--- config.mk ---
export PLATFORM = sky130hd
export DESIGN_NAME = buzzer_cue_sequencer
export DESIGN_NICKNAME = d
export VERILOG_FILES = /design/src/design/buzcue_pkg.sv /design/src/design/buzcue_engine.sv /design/src/design/buzzer_cue_sequencer.sv
export SDC_FILE = /design/constraint.sdc
export NUM_CORES = 1
export LEC_CHECK = 0
export ABC_AREA = 1
export BUFFER_PORTS_ARGS = -buffer_cell sky130_fd_sc_hd__buf_2
export CAP_MARGIN = 20
export CORE_ASPECT_RATIO = 1.1
export CORE_MARGIN = 5
export CORE_UTILIZATION = 62
export CTS_BUF_LIST = sky130_fd_sc_hd__clkbuf_4
export DETAILED_ROUTE_END_ITERATION = 6
export GPL_ROUTABILITY_DRIVEN = 0
export PLACE_DENSITY = 0.91
export SETUP_SLACK_MARGIN = 0.15
export SYNTH_ARGS = -nofsm -noshare
export SYNTH_HDL_FRONTEND = slang
export SYNTH_HIERARCHICAL = 1
export SYNTH_SLANG_ARGS = --single-unit
export TNS_END_PERCENT = 100
--- constraint.sdc ---
create_clock -name i_clk -period 4.01 [get_ports i_clk]
set_input_delay 0.802 -clock i_clk [delete_from_list [all_inputs] [get_ports i_clk]]
set_output_delay 0.802 -clock i_clk [all_outputs]
set_load 0.005 [all_outputs]
--- src/design/buzcue_pkg.sv ---
`timescale 1ns / 1ps
// Package for the buzzer cue sequencer: operation codes, engine phase,
// status struct and the constant pulse-pattern ROM. No dependencies.
package buzcue_pkg;

    localparam int TIMER_WIDTH_DEF   = 16;
    localparam int INTERVAL_WIDTH    = 16;
    localparam logic [INTERVAL_WIDTH-1:0] IDLE_INTERVAL_RST = 16'd2000;
    localparam int ROM_TIME_WIDTH    = 8;
    localparam int IN_DATA_WIDTH     = 8;
    localparam int IN_USER_WIDTH     = 3;
    localparam int OUT_DATA_WIDTH    = 8;

    typedef enum logic [2:0] {
        OP_TICK       = 3'd0,
        OP_PLAY_CUE   = 3'd1,
        OP_QUEUE_NOTE = 3'd2,
        OP_IDLE_START = 3'd3,
        OP_IDLE_STOP  = 3'd4
    } t_op;

    typedef enum logic [1:0] {
        PH_FREE = 2'd0,
        PH_ON   = 2'd1,
        PH_GAP  = 2'd2
    } t_phase;

    localparam logic [2:0] CUE_LAST   = 3'd4;
    localparam logic [2:0] SEL_NOTICE = 3'd5;
    localparam logic [2:0] SEL_IDLE   = 3'd6;

    typedef struct packed {
        logic notify_pending;
        logic idle_active;
        logic busy_res;
        logic buzzer_on;
    } t_status;

    function automatic logic [ROM_TIME_WIDTH-1:0] rom_on(input logic [2:0] sel,
                                                         input logic idx);
        logic [ROM_TIME_WIDTH-1:0] t;
        unique case (sel)
            3'd0:    t = 8'd200;
            3'd1:    t = 8'd100;
            3'd2:    t = 8'd90;
            3'd3:    t = 8'd250;
            3'd4:    t = 8'd150;
            3'd5:    t = idx ? 8'd0 : 8'd60;
            3'd6:    t = idx ? 8'd0 : 8'd70;
            default: t = 8'd200;
        endcase
        if (idx && (sel == 3'd0 || sel == 3'd1 || sel == 3'd3 || sel == 3'd7)) begin
            t = 8'd0;
        end
        return t;
    endfunction

    function automatic logic [ROM_TIME_WIDTH-1:0] rom_gap(input logic [2:0] sel,
                                                          input logic idx);
        logic [ROM_TIME_WIDTH-1:0] t;
        unique case (sel)
            3'd2:    t = idx ? 8'd0 : 8'd90;
            3'd4:    t = idx ? 8'd0 : 8'd100;
            default: t = 8'd0;
        endcase
        return t;
    endfunction

    function automatic logic rom_two_pulses(input logic [2:0] sel);
        return (sel == 3'd2) || (sel == 3'd4);
    endfunction

endpackage

--- src/design/buzcue_engine.sv ---
`timescale 1ns / 1ps
// Pattern engine: phase, pattern and timer state with the per-item update.
// Depends on buzcue_pkg.
module buzcue_engine #(
    parameter int TIMER_WIDTH = buzcue_pkg::TIMER_WIDTH_DEF
) (
    input  logic                                   i_clk,
    input  logic                                   i_rst_n,
    input  logic                                   i_fire,
    input  logic [2:0]                             i_op,
    input  logic [2:0]                             i_cue,
    input  logic [buzcue_pkg::INTERVAL_WIDTH-1:0]  i_interval,
    output buzcue_pkg::t_status                    o_status
);
    import buzcue_pkg::*;

    localparam int CW = (TIMER_WIDTH > INTERVAL_WIDTH) ? TIMER_WIDTH : INTERVAL_WIDTH;
    localparam logic [TIMER_WIDTH-1:0] TMAX = '1;

    t_phase                 r_phase, n_phase;
    logic [2:0]             r_sel, n_sel;
    logic                   r_idx, n_idx;
    logic [TIMER_WIDTH-1:0] r_phase_el, n_phase_el;
    logic                   r_pending, n_pending;
    logic                   r_idle_en, n_idle_en;
    logic [TIMER_WIDTH-1:0] r_idle_el, n_idle_el;
    logic                   r_drive, n_drive;

    logic [CW-1:0]          w_int_ext;
    logic [TIMER_WIDTH-1:0] w_eff_int;
    logic [TIMER_WIDTH-1:0] w_pe_inc, w_ie_inc;
    logic [TIMER_WIDTH-1:0] w_on_t, w_gap_t;

    assign w_int_ext = CW'(i_interval);
    assign w_eff_int = (w_int_ext > CW'(TMAX)) ? TMAX : w_int_ext[TIMER_WIDTH-1:0];
    assign w_pe_inc  = (r_phase_el == TMAX) ? r_phase_el : r_phase_el + 1'b1;
    assign w_ie_inc  = (r_idle_el == TMAX) ? r_idle_el : r_idle_el + 1'b1;
    assign w_on_t    = {{(TIMER_WIDTH-ROM_TIME_WIDTH){1'b0}}, rom_on(r_sel, r_idx)};
    assign w_gap_t   = {{(TIMER_WIDTH-ROM_TIME_WIDTH){1'b0}}, rom_gap(r_sel, r_idx)};

    always_comb begin
        n_phase    = r_phase;
        n_sel      = r_sel;
        n_idx      = r_idx;
        n_phase_el = r_phase_el;
        n_pending  = r_pending;
        n_idle_en  = r_idle_en;
        n_idle_el  = r_idle_el;
        n_drive    = r_drive;
        if (i_fire) begin
            unique case (i_op)
                OP_TICK: begin
                    n_phase_el = w_pe_inc;
                    n_idle_el  = w_ie_inc;
                    unique case (r_phase)
                        PH_ON: begin
                            if (w_pe_inc >= w_on_t) begin
                                n_drive    = 1'b0;
                                n_phase_el = '0;
                                if ((w_gap_t != '0) && !r_idx && rom_two_pulses(r_sel)) begin
                                    n_phase = PH_GAP;
                                end else begin
                                    n_phase = PH_FREE;
                                end
                            end
                        end
                        PH_GAP: begin
                            if (w_pe_inc >= w_gap_t) begin
                                n_idx      = ~r_idx;
                                n_drive    = 1'b1;
                                n_phase    = PH_ON;
                                n_phase_el = '0;
                            end
                        end
                        default: n_phase = PH_FREE;
                    endcase
                    if (n_phase == PH_FREE) begin
                        if (r_pending) begin
                            n_pending  = 1'b0;
                            n_sel      = SEL_NOTICE;
                            n_idx      = 1'b0;
                            n_drive    = 1'b1;
                            n_phase    = PH_ON;
                            n_phase_el = '0;
                        end else if (r_idle_en && (w_ie_inc >= w_eff_int)) begin
                            n_idle_el  = '0;
                            n_sel      = SEL_IDLE;
                            n_idx      = 1'b0;
                            n_drive    = 1'b1;
                            n_phase    = PH_ON;
                            n_phase_el = '0;
                        end
                    end
                end
                OP_PLAY_CUE: begin
                    if (i_cue <= CUE_LAST) begin
                        n_sel      = i_cue;
                        n_idx      = 1'b0;
                        n_drive    = 1'b1;
                        n_phase    = PH_ON;
                        n_phase_el = '0;
                    end
                end
                OP_QUEUE_NOTE: n_pending = 1'b1;
                OP_IDLE_START: begin
                    if (!r_idle_en) begin
                        n_idle_en = 1'b1;
                        n_idle_el = w_eff_int;
                    end
                end
                OP_IDLE_STOP: n_idle_en = 1'b0;
                default: ;
            endcase
        end
    end

    always_comb begin
        o_status.buzzer_on      = n_drive;
        o_status.busy_res       = (n_phase == PH_ON) || (n_phase == PH_GAP);
        o_status.idle_active    = n_idle_en;
        o_status.notify_pending = n_pending;
    end

    always_ff @(posedge i_clk) begin
        if (!i_rst_n) begin
            r_phase    <= PH_FREE;
            r_sel      <= '0;
            r_idx      <= 1'b0;
            r_phase_el <= '0;
            r_pending  <= 1'b0;
            r_idle_en  <= 1'b0;
            r_idle_el  <= '0;
            r_drive    <= 1'b0;
        end else begin
            r_phase    <= n_phase;
            r_sel      <= n_sel;
            r_idx      <= n_idx;
            r_phase_el <= n_phase_el;
            r_pending  <= n_pending;
            r_idle_en  <= n_idle_en;
            r_idle_el  <= n_idle_el;
            r_drive    <= n_drive;
        end
    end

endmodule

--- src/design/buzzer_cue_sequencer.sv ---
`timescale 1ns / 1ps
// Buzzer cue sequencer top level: input register, pattern engine, result register
// and the idle interval register. Depends on buzcue_pkg and buzcue_engine.
//
// Usage:
//   Slave stream: tuser carries the operation (tick, play cue, queue
//   notification, start idle, stop idle); tdata carries the cue index.
//   Each transfer yields exactly one result on the master stream: tdata
//   holds buzzer_on, busy_res, idle_active and notify_pending after the item.
//   The idle interval register is written with i_cfg_we / i_cfg_wdata and
//   should only change while no transfer is in flight.
// Path: the input register loads on the transfer, and the engine update then
//   lands in the result register once that register is empty or being taken.
// Throughput: one transfer per cycle unless stalled; the engine state update
//   is a single compare-and-select step between the input and result registers.
// Reset: synchronous, active low; buzzer off, engine free, idle warning off,
//   no notification pending, interval 2000 ticks, both registers empty.
// Stall: while the result is not taken, the input register holds one more
//   item and tready drops only when both registers are full.
module buzzer_cue_sequencer #(
    parameter int TIMER_WIDTH = buzcue_pkg::TIMER_WIDTH_DEF
) (
    input  logic                                   i_clk,
    input  logic                                   i_rst_n,
    input  logic                                   i_cfg_we,
    input  logic [buzcue_pkg::INTERVAL_WIDTH-1:0]  i_cfg_wdata,
    input  logic                                   s_axis_tvalid,
    output logic                                   s_axis_tready,
    input  logic [buzcue_pkg::IN_DATA_WIDTH-1:0]   s_axis_tdata,  // [2:0] cue
    input  logic [buzcue_pkg::IN_USER_WIDTH-1:0]   s_axis_tuser,  // [2:0] operation
    output logic                                   m_axis_tvalid,
    input  logic                                   m_axis_tready,
    output logic [buzcue_pkg::OUT_DATA_WIDTH-1:0]  m_axis_tdata   // [0] buzzer_on,
                                                                  // [1] busy_res,
                                                                  // [2] idle_active,
                                                                  // [3] notify_pending
);
    import buzcue_pkg::*;

    logic [INTERVAL_WIDTH-1:0] r_interval;
    logic                      r_in_valid;
    logic [2:0]                r_in_op;
    logic [2:0]                r_in_cue;
    logic                      r_out_valid;
    t_status                   r_out_status;
    t_status                   w_status;
    logic                      w_fire;

    assign w_fire        = r_in_valid && (!r_out_valid || m_axis_tready);
    assign s_axis_tready = !r_in_valid || w_fire;
    assign m_axis_tvalid = r_out_valid;
    assign m_axis_tdata  = {{(OUT_DATA_WIDTH-4){1'b0}}, r_out_status};

    buzcue_engine #(
        .TIMER_WIDTH(TIMER_WIDTH)
    ) u_engine (
        .i_clk      (i_clk),
        .i_rst_n    (i_rst_n),
        .i_fire     (w_fire),
        .i_op       (r_in_op),
        .i_cue      (r_in_cue),
        .i_interval (r_interval),
        .o_status   (w_status)
    );

    always_ff @(posedge i_clk) begin
        if (!i_rst_n) begin
            r_interval <= IDLE_INTERVAL_RST;
        end else if (i_cfg_we) begin
            r_interval <= i_cfg_wdata;
        end
    end

    always_ff @(posedge i_clk) begin
        if (!i_rst_n) begin
            r_in_valid <= 1'b0;
        end else if (s_axis_tready) begin
            r_in_valid <= s_axis_tvalid;
        end
    end

    always_ff @(posedge i_clk) begin
        if (s_axis_tready && s_axis_tvalid) begin
            r_in_op  <= s_axis_tuser;
            r_in_cue <= s_axis_tdata[2:0];
        end
    end

    always_ff @(posedge i_clk) begin
        if (!i_rst_n) begin
            r_out_valid <= 1'b0;
        end else if (!r_out_valid || m_axis_tready) begin
            r_out_valid <= r_in_valid;
        end
    end

    always_ff @(posedge i_clk) begin
        if (w_fire) begin
            r_out_status <= w_status;
        end
    end

endmodule

==> reports/metrics.yaml <==
run_status:
  run_status: "finished, final reports clean"
floorplan:
  die_area_um2: 9740
  start_util_pct: 62.6
  core_um2: 7780
  die_w_um: 94.6
  die_h_um: 103
  top_level_ports: 42
  rows: 34
critical_path:
  cp-end-kind: "flip-flop"
  crit_slowest_cell: "dfxtp_2"
  start_kind: "flip-flop"
  crit_path_max_fanout: 5
  slowest_delay_ns: 0.37
  required_ns: 4.18
  worst-setup-path-type: "reg -> reg"
  cp.arrival_ns: 3.96
  crit_top_cell: "nand2_1"
routing:
  via_per_inst: 5.83
  vias: 5081
  routed_wl_um: 12300
  avgRoutedWirePerCell_um: 14.2
  drc: 0
  dr.pass1.iters: 5
  drtAntennaViolNets: 0
  drt_iter0_drc: 426
min_path:
  hold_class: "reg -> reg"
power_and_ir_drop:
  pwr-share-clk_pct: 33.2
  cellPowerDensity_nw_per_um2: 270
  p_sw_share_pct: 30.1
  p_leak_uw: 0.00252
  p_comb_share_pct: 13.9
  internal_power_uw: 1000
  total_power_uw: 1430
  peakVddDrop_v: 0.000283
  p_seq_share_pct: 52.9
  switching_power_uw: 430
cts:
  root_buffer: "clkbuf_4"
  clk_latency_ns: 0.41
  numCtsBuffers: 9
  cts_hold_buf: 0
  clkTransAtPathRegs_ns: 0.13
  tritoncts: "built"
  clk_path_buf_depth: 2
  cts_max_level: 3
  cts.sinks: 69
finish:
  final_layout_size_suffix_gt1_share_pct: 13.6
  antenna_cells: 0
  nets: 824
  syn2layout_area_growth_pct: 8.85
grt:
  grtUsageTotal_pct: 25.6
  grt_pass1_wl_um: 20300
  grt_overflow: 0
  grt_max_degree: 38
  first_global_vias: 4716
  grt_antenna_before_repair: 0
synthesis:
  ys_ff_latch: 69
  synth-edff-count: 10
  synth_area_um2: 4880
  netlist_top_cells_count: "nand2_1 (142), inv_1 (99), nor2_1 (87)"
  yosysMostFrequentCell: "nand2_1"
  synthFlopType: "dfxtp_1"
  netlist_instances: 727
  ys_seq_area_share_pct: 30.4
  synth_cell_types: 40
  avgSynthCellArea_um2: 6.71
  ys.warnings.count: 6
  synth.area.top_cells: "dfxtp_1 (24%), nand2_1 (11%), ha_1 (8.5%), a21oi_1 (8.2%), inv_1 (7.6%)"
  synth_top_cell_by_area: "dfxtp_1"
  synthArstFlopShare_pct: 0
  synth_top_area_share_pct: 24.2
place:
  portBuffers: 32
  place_hpwl_um: 8790
job:
  maxCapViolations: 0
sta:
  min_period_ns: 3.79
  rsz0062_at_grt: "false"
  period_share_pct: 94.4
  finalHoldViolCount: 0
  max_slew.worst_pin.slew_ns: 0.812
  relSlewSlack_pct: 45.7
  setup_violations: 0
  skew_ns: 0.0148
  final-max-slew-violation-count: 0
  tns_ns: 0
  clock.fmax_mhz: 264
metal layers:
layer	track usage, %	up-vias	part of all wire (%)
met1	28.9	2310	38
met5	0	-	0
met3	3.80	61	7.5
met2	47.5	253	51
li1	-	2457	-
met4	11.5	0	3.8
state kept, by name, indices dropped and copies added, names as in the netlist:
register / count
r_interval: 16
u_engine/r_idle_el: 16
u_engine/r_phase_el: 16
m_axis_tdata: 4
r_in_cue: 3
r_in_op: 3
u_engine/r_sel: 3
u_engine/r_phase: 2
m_axis_tvalid: 1
r_in_valid: 1
u_engine/r_drive: 1
u_engine/r_idle_en: 1
u_engine/r_idx: 1
u_engine/r_pending: 1
timing repair:
action	in CTS	in global routing
setup buffers	0	4
gates resized for setup	0	20
setup endpoints to repair	0	41
worst max-delay path: cells and delay by family (launching register included):
family / cells / cell delay (ns)
fa+ha+maj: 2 / 0.48
xor+xnor: 1 / 0.21
buf+inv: 1 / 0.04
flops: 1 / 0.37
simple gates: 20 / 2.32
compound gates: 1 / 0.12
stage by stage:
step | instances | instance area (um^2) | worst slack, ns | utilization (%) | hold WS (ns)
2_1_floorplan | 730 | 4890 | 0.583 | - | 0.447
3_3_place_gp | 852 | 5070 | 0.436 | 65.2 | 0.457
3_5_place_dp | 852 | 5070 | 0.243 | 65.2 | 0.474
4_1_cts | 868 | 5220 | 0.209 | 67.1 | 0.493
5_1_grt | 872 | 5310 | 0.0649 | 68.2 | 0.510
6_report | 872 | 5310 | 0.224 | 68.2 | 0.498
layout make-up:
| class | instances | area [um^2] |
|---|---|---|
| clock buffer | 9 | 67.6 |
| fill | 649 | 2480 |
| inverter | 102 | 385 |
| multi-input combinational | 535 | 2920 |
| timing repair buffer | 42 | 235 |
| clock inverter | 7 | 80.1 |
| tap | 108 | 135 |
| sequential | 69 | 1490 |
power groups by stage:
| stage | Combinational, uW | Clock (uW) | Sequential, uW |
|---|---|---|---|
| 6_report | 199 | 475 | 758 |
| 3_5_place_dp | 188 | 0 | 771 |
| 4_1_cts | 189 | 485 | 756 |
| 2_1_floorplan | 141 | 0 | 764 |
| 3_3_place_gp | 177 | 0 | 769 |
| 5_1_grt | 224 | 515 | 761 |
cell usage in the layout (no fill, tap or decap), types with 4 or more instances in the layout:
master | synthesis | layout
ha_1 | 33 | 31
buf_4 | 9 | 10
nor3_2 | 0 | 4
nor2_4 | 4 | 4
nor2_2 | 4 | 9
dfxtp_2 | 0 | 4
nand2_1 | 142 | 141
xor2_1 | 8 | 8
inv_1 | 99 | 99
nand2_2 | 10 | 11
clkbuf_4 | 0 | 9
dfxtp_1 | 59 | 55
o21ai_0 | 44 | 44
nand3_1 | 54 | 53
conb_1 | 1 | 4
nand4_1 | 23 | 23
edfxtp_1 | 10 | 10
a21oi_1 | 80 | 79
nor2_1 | 87 | 82
buf_2 | 0 | 32
xnor2_1 | 6 | 6
nor3_1 | 11 | 7
cell families (layout without fill, tap and decap cells):
kind of cell,after synthesis,after routing,synth area share [%]
and+or+nand+nor,343,343,32.0
AOI/OAI and AO/OA,141,141,15.6
buffers and inverters,126,160,11.0
xor gates and xnor gates,14,14,2.51
DFF,69,69,30.4
other,1,4,0.0769
adders and majority gates,33,33,8.47
final timing paths:
check                              from         endpoint  slack (ns)  cells after the start
hold / removal               r_in_valid    m_axis_tvalid        0.50                      2
setup / recovery  u_engine/r_idle_el[1]  m_axis_tdata[0]        0.22                     25
setup reg to reg  u_engine/r_idle_el[1]  m_axis_tdata[0]        0.22                     25
hold reg to reg              r_in_valid    m_axis_tvalid        0.50                      2
(Power assumes the default switching activity.)
